--- src/hdl/tex_addr_pkg.sv ---
// Shared types, constants and helpers for the texture address unit.
// Used by texture_address_wrap_top; no dependencies.
package tex_addr_pkg;

   localparam int DEST_W      = 13;              // destination coordinate
   localparam int TEXEL_W     = 13;              // texel coordinate on output
   localparam int CSR_DATA_W  = 14;              // widest register
   localparam int CSR_IDX_W   = 3;
   localparam int MODE_W      = 3;
   localparam int SIZE_W      = 14;              // size register width
   localparam int OFFSET_W    = 16;              // signed dest - origin
   localparam int MAG_W       = 14;              // |n| or -n-1
   localparam int DIV_W       = SIZE_W + 1;      // divisor up to 2*size
   localparam int BITS_PER_STAGE = 2;
   localparam int DIV_STAGES  = (MAG_W + BITS_PER_STAGE - 1) / BITS_PER_STAGE;
   localparam int NUM_AXES    = 2;
   localparam int SIZE_REG_MAX = (2 ** SIZE_W) - 1;
   localparam int MAX_SIZE_DEFAULT = 8192;

   typedef enum logic [MODE_W-1:0] {
      MODE_REPEAT      = 3'd0,
      MODE_CLAMP       = 3'd1,
      MODE_MIRROR      = 3'd2,
      MODE_MIRROR_ONCE = 3'd3,
      MODE_BORDER      = 3'd4
   } addr_mode_type;

   typedef enum logic [CSR_IDX_W-1:0] {
      CSR_ORIGIN_X      = 3'd0,
      CSR_ORIGIN_Y      = 3'd1,
      CSR_SOURCE_WIDTH  = 3'd2,
      CSR_SOURCE_HEIGHT = 3'd3,
      CSR_MODE_U        = 3'd4,
      CSR_MODE_V        = 3'd5
   } csr_index_type;

   // Per-axis payload in the remainder pipeline.
   typedef struct packed {
      logic             neg;
      logic [MAG_W-1:0] mag;
      logic [DIV_W-1:0] rem;
   } axis_div_type;

   // Per-axis payload after the wrap step.
   typedef struct packed {
      logic             neg;
      logic [MAG_W-1:0] mag;
      logic [DIV_W-1:0] wrap;
   } axis_fin_type;

   // One restoring remainder step; rem < d on entry and on exit.
   function automatic logic [DIV_W-1:0] div_step(input logic [DIV_W-1:0] rem,
                                                 input logic             bit_in,
                                                 input logic [DIV_W-1:0] d);
      logic [DIV_W:0] t;
      t = {rem, bit_in};
      if (t >= {1'b0, d}) begin
         t = t - {1'b0, d};
      end
      return t[DIV_W-1:0];
   endfunction

endpackage

--- src/hdl/texture_address_wrap_top.sv ---
// Texture address unit: destination pixel to source texel with per-axis
// address modes (repeat, clamp, mirror, mirror once, border).
// Depends on tex_addr_pkg.
//
// Pipeline: an accepted req beat passes the entry stage, 7 remainder stages
//   at 2 quotient bits each, the wrap stage and the output register.
// Throughput: one beat per cycle while rsp_stall is low; the remainder unit is fully pipelined.
// Stall: a bubble collapses as the pipe fills; req_stall only rises when
//   every stage holds a beat and rsp_stall holds the output.
// Reset: synchronous, clears all valid bits and loads register defaults
//   (origins 0, sizes 1, both modes repeat).
module texture_address_wrap_top #(
   parameter int MAX_SIZE = tex_addr_pkg::MAX_SIZE_DEFAULT
) (
   input  logic                                  clock,
   input  logic                                  reset,
   // configuration
   input  logic                                  csr_wr_en,
   input  logic [tex_addr_pkg::CSR_IDX_W-1:0]    csr_index,
   input  logic [tex_addr_pkg::CSR_DATA_W-1:0]   csr_wdata,
   // request channel
   input  logic                                  req_valid,
   output logic                                  req_stall,
   input  logic [tex_addr_pkg::DEST_W-1:0]       req_dest_x,
   input  logic [tex_addr_pkg::DEST_W-1:0]       req_dest_y,
   // response channel
   output logic                                  rsp_valid,
   input  logic                                  rsp_stall,
   output logic [tex_addr_pkg::TEXEL_W-1:0]      rsp_texel_x,
   output logic [tex_addr_pkg::TEXEL_W-1:0]      rsp_texel_y,
   output logic                                  rsp_skip
);

   localparam int SIZE_W     = tex_addr_pkg::SIZE_W;
   localparam int DIV_W      = tex_addr_pkg::DIV_W;
   localparam int MAG_W      = tex_addr_pkg::MAG_W;
   localparam int OFFSET_W   = tex_addr_pkg::OFFSET_W;
   localparam int DEST_W     = tex_addr_pkg::DEST_W;
   localparam int TEXEL_W    = tex_addr_pkg::TEXEL_W;
   localparam int NST        = tex_addr_pkg::DIV_STAGES;
   localparam int BPS        = tex_addr_pkg::BITS_PER_STAGE;
   localparam int NAX        = tex_addr_pkg::NUM_AXES;
   // Effective sizes saturate here; a cap above the register range never bites.
   localparam int SIZE_CAP_INT = (MAX_SIZE > tex_addr_pkg::SIZE_REG_MAX) ?
                                 tex_addr_pkg::SIZE_REG_MAX : MAX_SIZE;
   localparam logic [SIZE_W-1:0] SIZE_CAP = SIZE_CAP_INT[SIZE_W-1:0];
   localparam logic [SIZE_W-1:0] SIZE_ONE = SIZE_W'(1);
   localparam logic [DIV_W-1:0]  DIV_ONE  = DIV_W'(1);

   // ------------------------------------------------------------------
   // Configuration registers (axis 0 = x/u, axis 1 = y/v)
   // ------------------------------------------------------------------
   logic [SIZE_W-1:0]                origin_ff [NAX];
   logic [SIZE_W-1:0]                size_ff   [NAX];
   logic [tex_addr_pkg::MODE_W-1:0]  mode_ff   [NAX];

   always_ff @(posedge clock) begin
      if (reset) begin
         for (int a = 0; a < NAX; a++) begin
            origin_ff[a] <= '0;
            size_ff[a]   <= SIZE_ONE;
            mode_ff[a]   <= tex_addr_pkg::MODE_REPEAT;
         end
      end else if (csr_wr_en) begin
         case (tex_addr_pkg::csr_index_type'(csr_index))
            tex_addr_pkg::CSR_ORIGIN_X:      origin_ff[0] <= csr_wdata;
            tex_addr_pkg::CSR_ORIGIN_Y:      origin_ff[1] <= csr_wdata;
            tex_addr_pkg::CSR_SOURCE_WIDTH:  size_ff[0]   <= csr_wdata;
            tex_addr_pkg::CSR_SOURCE_HEIGHT: size_ff[1]   <= csr_wdata;
            tex_addr_pkg::CSR_MODE_U:
               mode_ff[0] <= csr_wdata[tex_addr_pkg::MODE_W-1:0];
            tex_addr_pkg::CSR_MODE_V:
               mode_ff[1] <= csr_wdata[tex_addr_pkg::MODE_W-1:0];
            default: ;
         endcase
      end
   end

   // Effective size in [1, cap] and the modulus: 2s for mirror, s otherwise.
   // The user must change registers only while the pipe is empty (not enforced here), so every stage reads them.
   logic [SIZE_W-1:0]           s_eff [NAX];
   logic [DIV_W-1:0]            dsel  [NAX];
   tex_addr_pkg::addr_mode_type mode  [NAX];

   always_comb begin
      for (int a = 0; a < NAX; a++) begin
         mode[a] = tex_addr_pkg::addr_mode_type'(mode_ff[a]);
         if (size_ff[a] == '0) begin
            s_eff[a] = SIZE_ONE;
         end else if (size_ff[a] > SIZE_CAP) begin
            s_eff[a] = SIZE_CAP;
         end else begin
            s_eff[a] = size_ff[a];
         end
         if (mode[a] == tex_addr_pkg::MODE_MIRROR) begin
            dsel[a] = {s_eff[a], 1'b0};
         end else begin
            dsel[a] = {1'b0, s_eff[a]};
         end
      end
   end

   // ------------------------------------------------------------------
   // Flow control: each stage loads when empty or when the next one moves
   // ------------------------------------------------------------------
   logic          ent_vld_ff;
   logic [NST-1:0] div_vld_ff;
   logic          fin_vld_ff;
   logic          out_vld_ff;

   logic           adv_out;
   logic           adv_fin;
   logic [NST-1:0] adv_div;
   logic           adv_ent;

   always_comb begin
      adv_out = !out_vld_ff || !rsp_stall;
      adv_fin = !fin_vld_ff || adv_out;
      adv_div[NST-1] = !div_vld_ff[NST-1] || adv_fin;
      for (int k = NST - 2; k >= 0; k--) begin
         adv_div[k] = !div_vld_ff[k] || adv_div[k+1];
      end
      adv_ent = !ent_vld_ff || adv_div[0];
   end

   assign req_stall = !adv_ent;

   // ------------------------------------------------------------------
   // Entry stage: signed offset n, sign, and magnitude (n or -n-1)
   // ------------------------------------------------------------------
   logic [DEST_W-1:0]          dest [NAX];
   tex_addr_pkg::axis_div_type ent_in [NAX];
   tex_addr_pkg::axis_div_type ent_ff [NAX];

   assign dest[0] = req_dest_x;
   assign dest[1] = req_dest_y;

   always_comb begin
      logic [OFFSET_W-1:0] n;
      for (int a = 0; a < NAX; a++) begin
         n = {{(OFFSET_W - DEST_W){1'b0}}, dest[a]}
           - {{(OFFSET_W - SIZE_W){origin_ff[a][SIZE_W-1]}}, origin_ff[a]};
         ent_in[a].neg = n[OFFSET_W-1];
         ent_in[a].mag = n[OFFSET_W-1] ? ~n[MAG_W-1:0] : n[MAG_W-1:0];
         ent_in[a].rem = '0;
      end
   end

   always_ff @(posedge clock) begin
      if (reset) begin
         ent_vld_ff <= 1'b0;
      end else if (adv_ent) begin
         ent_vld_ff <= req_valid;
      end
   end

   always_ff @(posedge clock) begin
      if (adv_ent) begin
         ent_ff <= ent_in;
      end
   end

   // ------------------------------------------------------------------
   // Remainder pipeline: mag mod dsel, BPS quotient bits per stage
   // ------------------------------------------------------------------
   tex_addr_pkg::axis_div_type div_in [NST][NAX];
   tex_addr_pkg::axis_div_type div_ff [NST][NAX];

   for (genvar k = 0; k < NST; k++) begin : g_div
      tex_addr_pkg::axis_div_type src [NAX];
      logic                       src_vld;

      if (k == 0) begin : g_first
         assign src     = ent_ff;
         assign src_vld = ent_vld_ff;
      end else begin : g_next
         assign src     = div_ff[k-1];
         assign src_vld = div_vld_ff[k-1];
      end

      always_comb begin
         for (int a = 0; a < NAX; a++) begin
            div_in[k][a] = src[a];
            for (int j = 0; j < BPS; j++) begin
               if (MAG_W - 1 - k * BPS - j >= 0) begin
                  div_in[k][a].rem = tex_addr_pkg::div_step(div_in[k][a].rem,
                                        src[a].mag[MAG_W - 1 - k * BPS - j],
                                        dsel[a]);
               end
            end
         end
      end

      always_ff @(posedge clock) begin
         if (reset) begin
            div_vld_ff[k] <= 1'b0;
         end else if (adv_div[k]) begin
            div_vld_ff[k] <= src_vld;
         end
      end

      always_ff @(posedge clock) begin
         if (adv_div[k]) begin
            div_ff[k] <= div_in[k];
         end
      end
   end

   // ------------------------------------------------------------------
   // Wrap stage: sign-independent modulo (repeat and mirror both use it)
   // ------------------------------------------------------------------
   tex_addr_pkg::axis_fin_type fin_in [NAX];
   tex_addr_pkg::axis_fin_type fin_ff [NAX];

   always_comb begin
      for (int a = 0; a < NAX; a++) begin
         fin_in[a].neg = div_ff[NST-1][a].neg;
         fin_in[a].mag = div_ff[NST-1][a].mag;
         // negative side counts down from the top of the period
         if (div_ff[NST-1][a].neg) begin
            fin_in[a].wrap = dsel[a] - DIV_ONE - div_ff[NST-1][a].rem;
         end else begin
            fin_in[a].wrap = div_ff[NST-1][a].rem;
         end
      end
   end

   always_ff @(posedge clock) begin
      if (reset) begin
         fin_vld_ff <= 1'b0;
      end else if (adv_fin) begin
         fin_vld_ff <= div_vld_ff[NST-1];
      end
   end

   always_ff @(posedge clock) begin
      if (adv_fin) begin
         fin_ff <= fin_in;
      end
   end

   // ------------------------------------------------------------------
   // Mode select and output register
   // ------------------------------------------------------------------
   logic [SIZE_W-1:0] tex [NAX];
   logic [NAX-1:0]    ax_skip;
   logic              skip_in;
   logic [TEXEL_W-1:0] texel_x_in;
   logic [TEXEL_W-1:0] texel_y_in;

   always_comb begin
      logic [DIV_W-1:0] refl;
      for (int a = 0; a < NAX; a++) begin
         ax_skip[a] = 1'b0;
         refl       = dsel[a] - DIV_ONE - fin_ff[a].wrap;
         case (mode[a])
            tex_addr_pkg::MODE_CLAMP: begin
               if (fin_ff[a].neg) begin
                  tex[a] = '0;
               end else if (fin_ff[a].mag >= s_eff[a]) begin
                  tex[a] = s_eff[a] - SIZE_ONE;
               end else begin
                  tex[a] = fin_ff[a].mag;
               end
            end
            tex_addr_pkg::MODE_MIRROR: begin
               // upper half of the 2s period runs backwards
               if (fin_ff[a].wrap < {1'b0, s_eff[a]}) begin
                  tex[a] = fin_ff[a].wrap[SIZE_W-1:0];
               end else begin
                  tex[a] = refl[SIZE_W-1:0];
               end
            end
            tex_addr_pkg::MODE_MIRROR_ONCE: begin
               // mag already holds -n-1 for negative offsets
               ax_skip[a] = (fin_ff[a].mag >= s_eff[a]);
               tex[a]     = fin_ff[a].mag;
            end
            tex_addr_pkg::MODE_BORDER: begin
               ax_skip[a] = fin_ff[a].neg || (fin_ff[a].mag >= s_eff[a]);
               tex[a]     = fin_ff[a].mag;
            end
            default: begin
               // repeat, and the unused codes
               tex[a] = fin_ff[a].wrap[SIZE_W-1:0];
            end
         endcase
      end
      skip_in    = |ax_skip;
      texel_x_in = skip_in ? '0 : tex[0][TEXEL_W-1:0];
      texel_y_in = skip_in ? '0 : tex[1][TEXEL_W-1:0];
   end

   logic [TEXEL_W-1:0] texel_x_ff;
   logic [TEXEL_W-1:0] texel_y_ff;
   logic               skip_ff;

   always_ff @(posedge clock) begin
      if (reset) begin
         out_vld_ff <= 1'b0;
      end else if (adv_out) begin
         out_vld_ff <= fin_vld_ff;
      end
   end

   always_ff @(posedge clock) begin
      if (adv_out) begin
         texel_x_ff <= texel_x_in;
         texel_y_ff <= texel_y_in;
         skip_ff    <= skip_in;
      end
   end

   assign rsp_valid   = out_vld_ff;
   assign rsp_texel_x = texel_x_ff;
   assign rsp_texel_y = texel_y_ff;
   assign rsp_skip    = skip_ff;

   // ------------------------------------------------------------------
   // Assertions
   // ------------------------------------------------------------------
   a_skip_zero: assert property (@(posedge clock) disable iff (reset)
      rsp_valid && rsp_skip |-> (rsp_texel_x == '0) && (rsp_texel_y == '0))
      else $error("skipped beat carries a nonzero texel");

   a_empty_out_accepts: assert property (@(posedge clock) disable iff (reset)
      !rsp_valid |-> !req_stall)
      else $error("request stalled with an empty output register");

   a_reset_clears: assert property (@(posedge clock)
      reset |=> !rsp_valid)
      else $error("response valid right after reset");

   a_clamp_in_range: assert property (@(posedge clock) disable iff (reset)
      rsp_valid && (mode[0] == tex_addr_pkg::MODE_CLAMP)
      |-> ({1'b0, rsp_texel_x} < s_eff[0]))
      else $error("clamped column outside source width");

   a_remainder_bound: assert property (@(posedge clock) disable iff (reset)
      fin_vld_ff |-> (fin_ff[1].wrap < dsel[1]))
      else $error("row remainder not below its modulus");

endmodule
--- config.mk ---
export PLATFORM = sky130hd
export DESIGN_NAME = texture_address_wrap_top
export DESIGN_NICKNAME = d
export VERILOG_FILES = /design/src/hdl/tex_addr_pkg.sv /design/src/hdl/texture_address_wrap_top.sv
export SDC_FILE = /design/constraint.sdc
export NUM_CORES = 2
export LEC_CHECK = 0
export ABC_AREA = 0
export ABC_CLOCK_PERIOD_IN_PS = 15000
export BUFFER_PORTS_ARGS = -buffer_cell sky130_fd_sc_hd__buf_2
export CAP_MARGIN = 20
export CORE_MARGIN = 2
export CORE_UTILIZATION = 65
export CTS_CLUSTER_DIAMETER = 150
export DETAILED_ROUTE_END_ITERATION = 16
export PLACE_DENSITY = 0.84
export SYNTH_ARGS = -nofsm -noshare
export SYNTH_HDL_FRONTEND = slang
export SYNTH_SLANG_ARGS = --single-unit
--- constraint.sdc ---
create_clock -name clock -period 15 [get_ports clock]
set_input_delay 2.25 -clock clock [delete_from_list [all_inputs] [get_ports clock]]
set_output_delay 2.25 -clock clock [all_outputs]
set_load 0.005 [all_outputs]
==> impl_metrics.yaml <==
place:
  port_buffers: 76
  placed_cells: 6420
  hpwl_um: 100000
  place_area_um2: 52200
  gp_congestion: 0.977
cts:
  clk_pin_slew_ns: 0.07
  cts_root_buf: "clkbuf_16"
  insertion_delay_ns: 0.64
  clockBufferDepth: 3
  cts_made_buffers: 67
  htreeDepth: 3
  post_cts_buffers: 0
  cts_sinks: 609
  cts_tree: "done"
  cts_resized: 0
  hold_buffers: 0
floorplan:
  coreArea_um2: 77300
  die-area_um2: 80200
  boundaryPins: 77
  dieWidth_um: 283
  core.rowCount: 102
  initial_utilization: 0.655
  die_h_um: 283
setup_path:
  r2r-end: "div_ff[2][43]$_DFFE_PP_"
  cp-startpoint: "size_ff[0][13]$_DFFE_PP_"
  reg2reg_from: "size_ff[0][13]$_DFFE_PP_"
  crit_type: "flop to flop"
  r2r_slack_ns: 6.86
  crit_required_ns: 15.37
  crit_end: "div_ff[2][43]$_DFFE_PP_"
  crit_arrival_ns: 8.50
  reg2regPathDepth: 21
  crit_path_end_kind: "flop"
  start_kind: "flop"
  cp_max_fo: 24
synth:
  yosysSeqAreaShare: 0.359
  synth_top_cell_area_share: 0.355
  synth-edff-count: 599
  synth_area_um2: 50600
  synth_nets: 5947
  synth.area.top_cells: "edfxtp_1, ha_1, xnor2_1"
  synth.distinct_cells: 116
  postSynthCellCount: 5425
  syn_avg_cell_area_um2: 9.34
  synth.largest_area_cell: "edfxtp_1"
  ys_seq_elements: 609
  synthArstFlopShare: 0
  ys.flop_type: "edfxtp_1"
  yosysWarnings: 0
final_layout:
  final_area_um2: 54600
  final_net_count: 5976
  multi_input_area_um2: 30500
  seq_area_um2: 18200
  syn_to_final_growth_pct: 7.88
  fin_cells: 6547
  nFillCells: 5758
  layout-drive-gt1-share: 0.0908
routing:
  vias_per_cell: 6.52
  drt_iter0_markers: 3944
  wire_per_inst_um: 21.2
  drt.antenna.violating_nets: 0
  wl_um: 139000
  first_pass_iters: 7
  vias: 42700
  drc: 0
sta:
  slew_viol_final: 0
  period_minus_slack_ns: 8.14
  fmax_mhz: 123
  hold_ws_ns: 0.398
  setup_viol: 0
  grt_setup_unrepaired: "false"
  relSlewSlack: 0.276
  hold_violations: 0
  tightest_slew_ns: 1.08
  fin_skew_ns: 0.0435
  final.setup.tns_ns: 0
  finalCritPeriodShare: 0.543
worst_hold_path:
  timing.hold.worst.class: "flop to flop"
grt:
  grt_pass1_vias: 41200
  grt_start_max_net_pins: 63
  antenna_found_initial: 1
  grt_pass1_wl_um: 218000
  grt_overflow: 0
  grt.total_usage: 0.338
status:
  status: "completed"
flow_run:
  maxCapViolations: 0
## cell usage after synthesis, drive strengths merged (49+ instances only)
cell	count
mux2i	55
a21oi	440
and2	68
o21a	53
nor2b	58
nor2	413
a21boi	49
maj3	77
edfxtp	599
xnor2	392
a31oi	73
nand3	95
o21ai	348
buf	68
xor2	110
a21o	152
clkbuf	122
ha	466
nor3	117
inv	352
nand2	454
mux2	110
## cells in the final DEF (no fill, tap or decap), types with 69 or more instances in the layout
cell	instances
edfxtp_1	599
buf_4	69
inv_1	343
mux2_2	100
ha_1	466
xnor2_1	392
clkbuf_16	69
nor2_1	411
buf_2	76
xor2_1	110
nand3_1	93
a21oi_1	425
nor3_1	110
nand2_1	448
o21ai_0	332
a21o_1	152
## area by class of cell
| class | count | area share |
|---|---|---|
| multi-input combinational | 4272 | 0.559 |
| clock buffer | 77 | 0.0322 |
| antenna | 1 | 0.0000458 |
| timing repair buffer | 150 | 0.0177 |
| inverter | 354 | 0.0244 |
| sequential | 609 | 0.333 |
| tap | 1040 | 0.0238 |
| clock inverter | 44 | 0.0105 |
## routing by layer
metal	wire [um]	track usage	vias to the layer above
met3	10800	0.0479	472
li1	-	-	20200
met4	8970	0.186	0
met5	0	0	-
met2	65000	0.569	1962
met1	54100	0.419	20100
## metrics by stage
stage / utilization / worst slack (ns)
detailed placement: 0.675 / 6.93
finish: 0.706 / 6.86
CTS: 0.706 / 6.92
global placement: 0.675 / 7.17
floorplan: - / 6.55
global route: 0.706 / 6.24
## worst max-delay path: stages, from the launching register on
cell and delay [ns]:
edfxtp_1 0.76, inv_1 0.48, a41oi_1 0.67, or2_2 0.63, ha_1 0.40, a21oi_1 0.20
maj3_1 0.20, nor2_1 0.04, nor4_1 0.63, nand2_1 0.72, nor2_1 0.27, a21oi_1 0.09
ha_1 0.40, and4_1 0.27, nand2_1 0.15, a31oi_1 0.06, o32ai_1 0.13, and3_1 0.27
a21boi_0 0.19, o21ai_1 0.09, a21oi_2 0.79, mux2_2 0.42
## kinds of logic after synthesis
group | synth area share
compound gates | 0.200
xor+xnor | 0.0868
fa+ha+maj | 0.134
buf+inv | 0.0420
flops | 0.359
mux | 0.0360
simple gates | 0.142
## flip-flops by register name, summed over array words and instances (netlist names)
name	cells
size_ff	28
div_vld_ff	1
rsp_skip	1
rsp_valid	1
ent_vld_ff	1
mode_ff	6
rsp_texel_x	13
div_in	30
g_div.src_vld	6
fin_ff	60
div_ff	420
rsp_texel_y	13
fin_vld_ff	1
origin_ff	28
## how the worst min path moves through the flow
stage	from	endpoint	slack, ns	depth (start not counted)
final	div_ff[3][58]$_DFFE_PP_	div_ff[4][58]$_DFFE_PP_	0.40	0
after global routing	div_ff[3][53]$_DFFE_PP_	div_ff[4][53]$_DFFE_PP_	0.41	0
after CTS	div_ff[3][57]$_DFFE_PP_	div_ff[4][57]$_DFFE_PP_	0.40	0
after detailed placement	div_in[380]$_DFFE_PN_	div_ff[0][20]$_DFFE_PP_	0.40	0
after global placement	div_ff[1][27]$_DFFE_PP_	div_ff[2][27]$_DFFE_PP_	0.40	0
after floorplan	div_in[375]$_DFFE_PN_	div_ff[0][15]$_DFFE_PP_	0.40	0
Power is not shown: default switching activity piles up to over one toggle a cycle in this logic, so the estimate is an artifact.
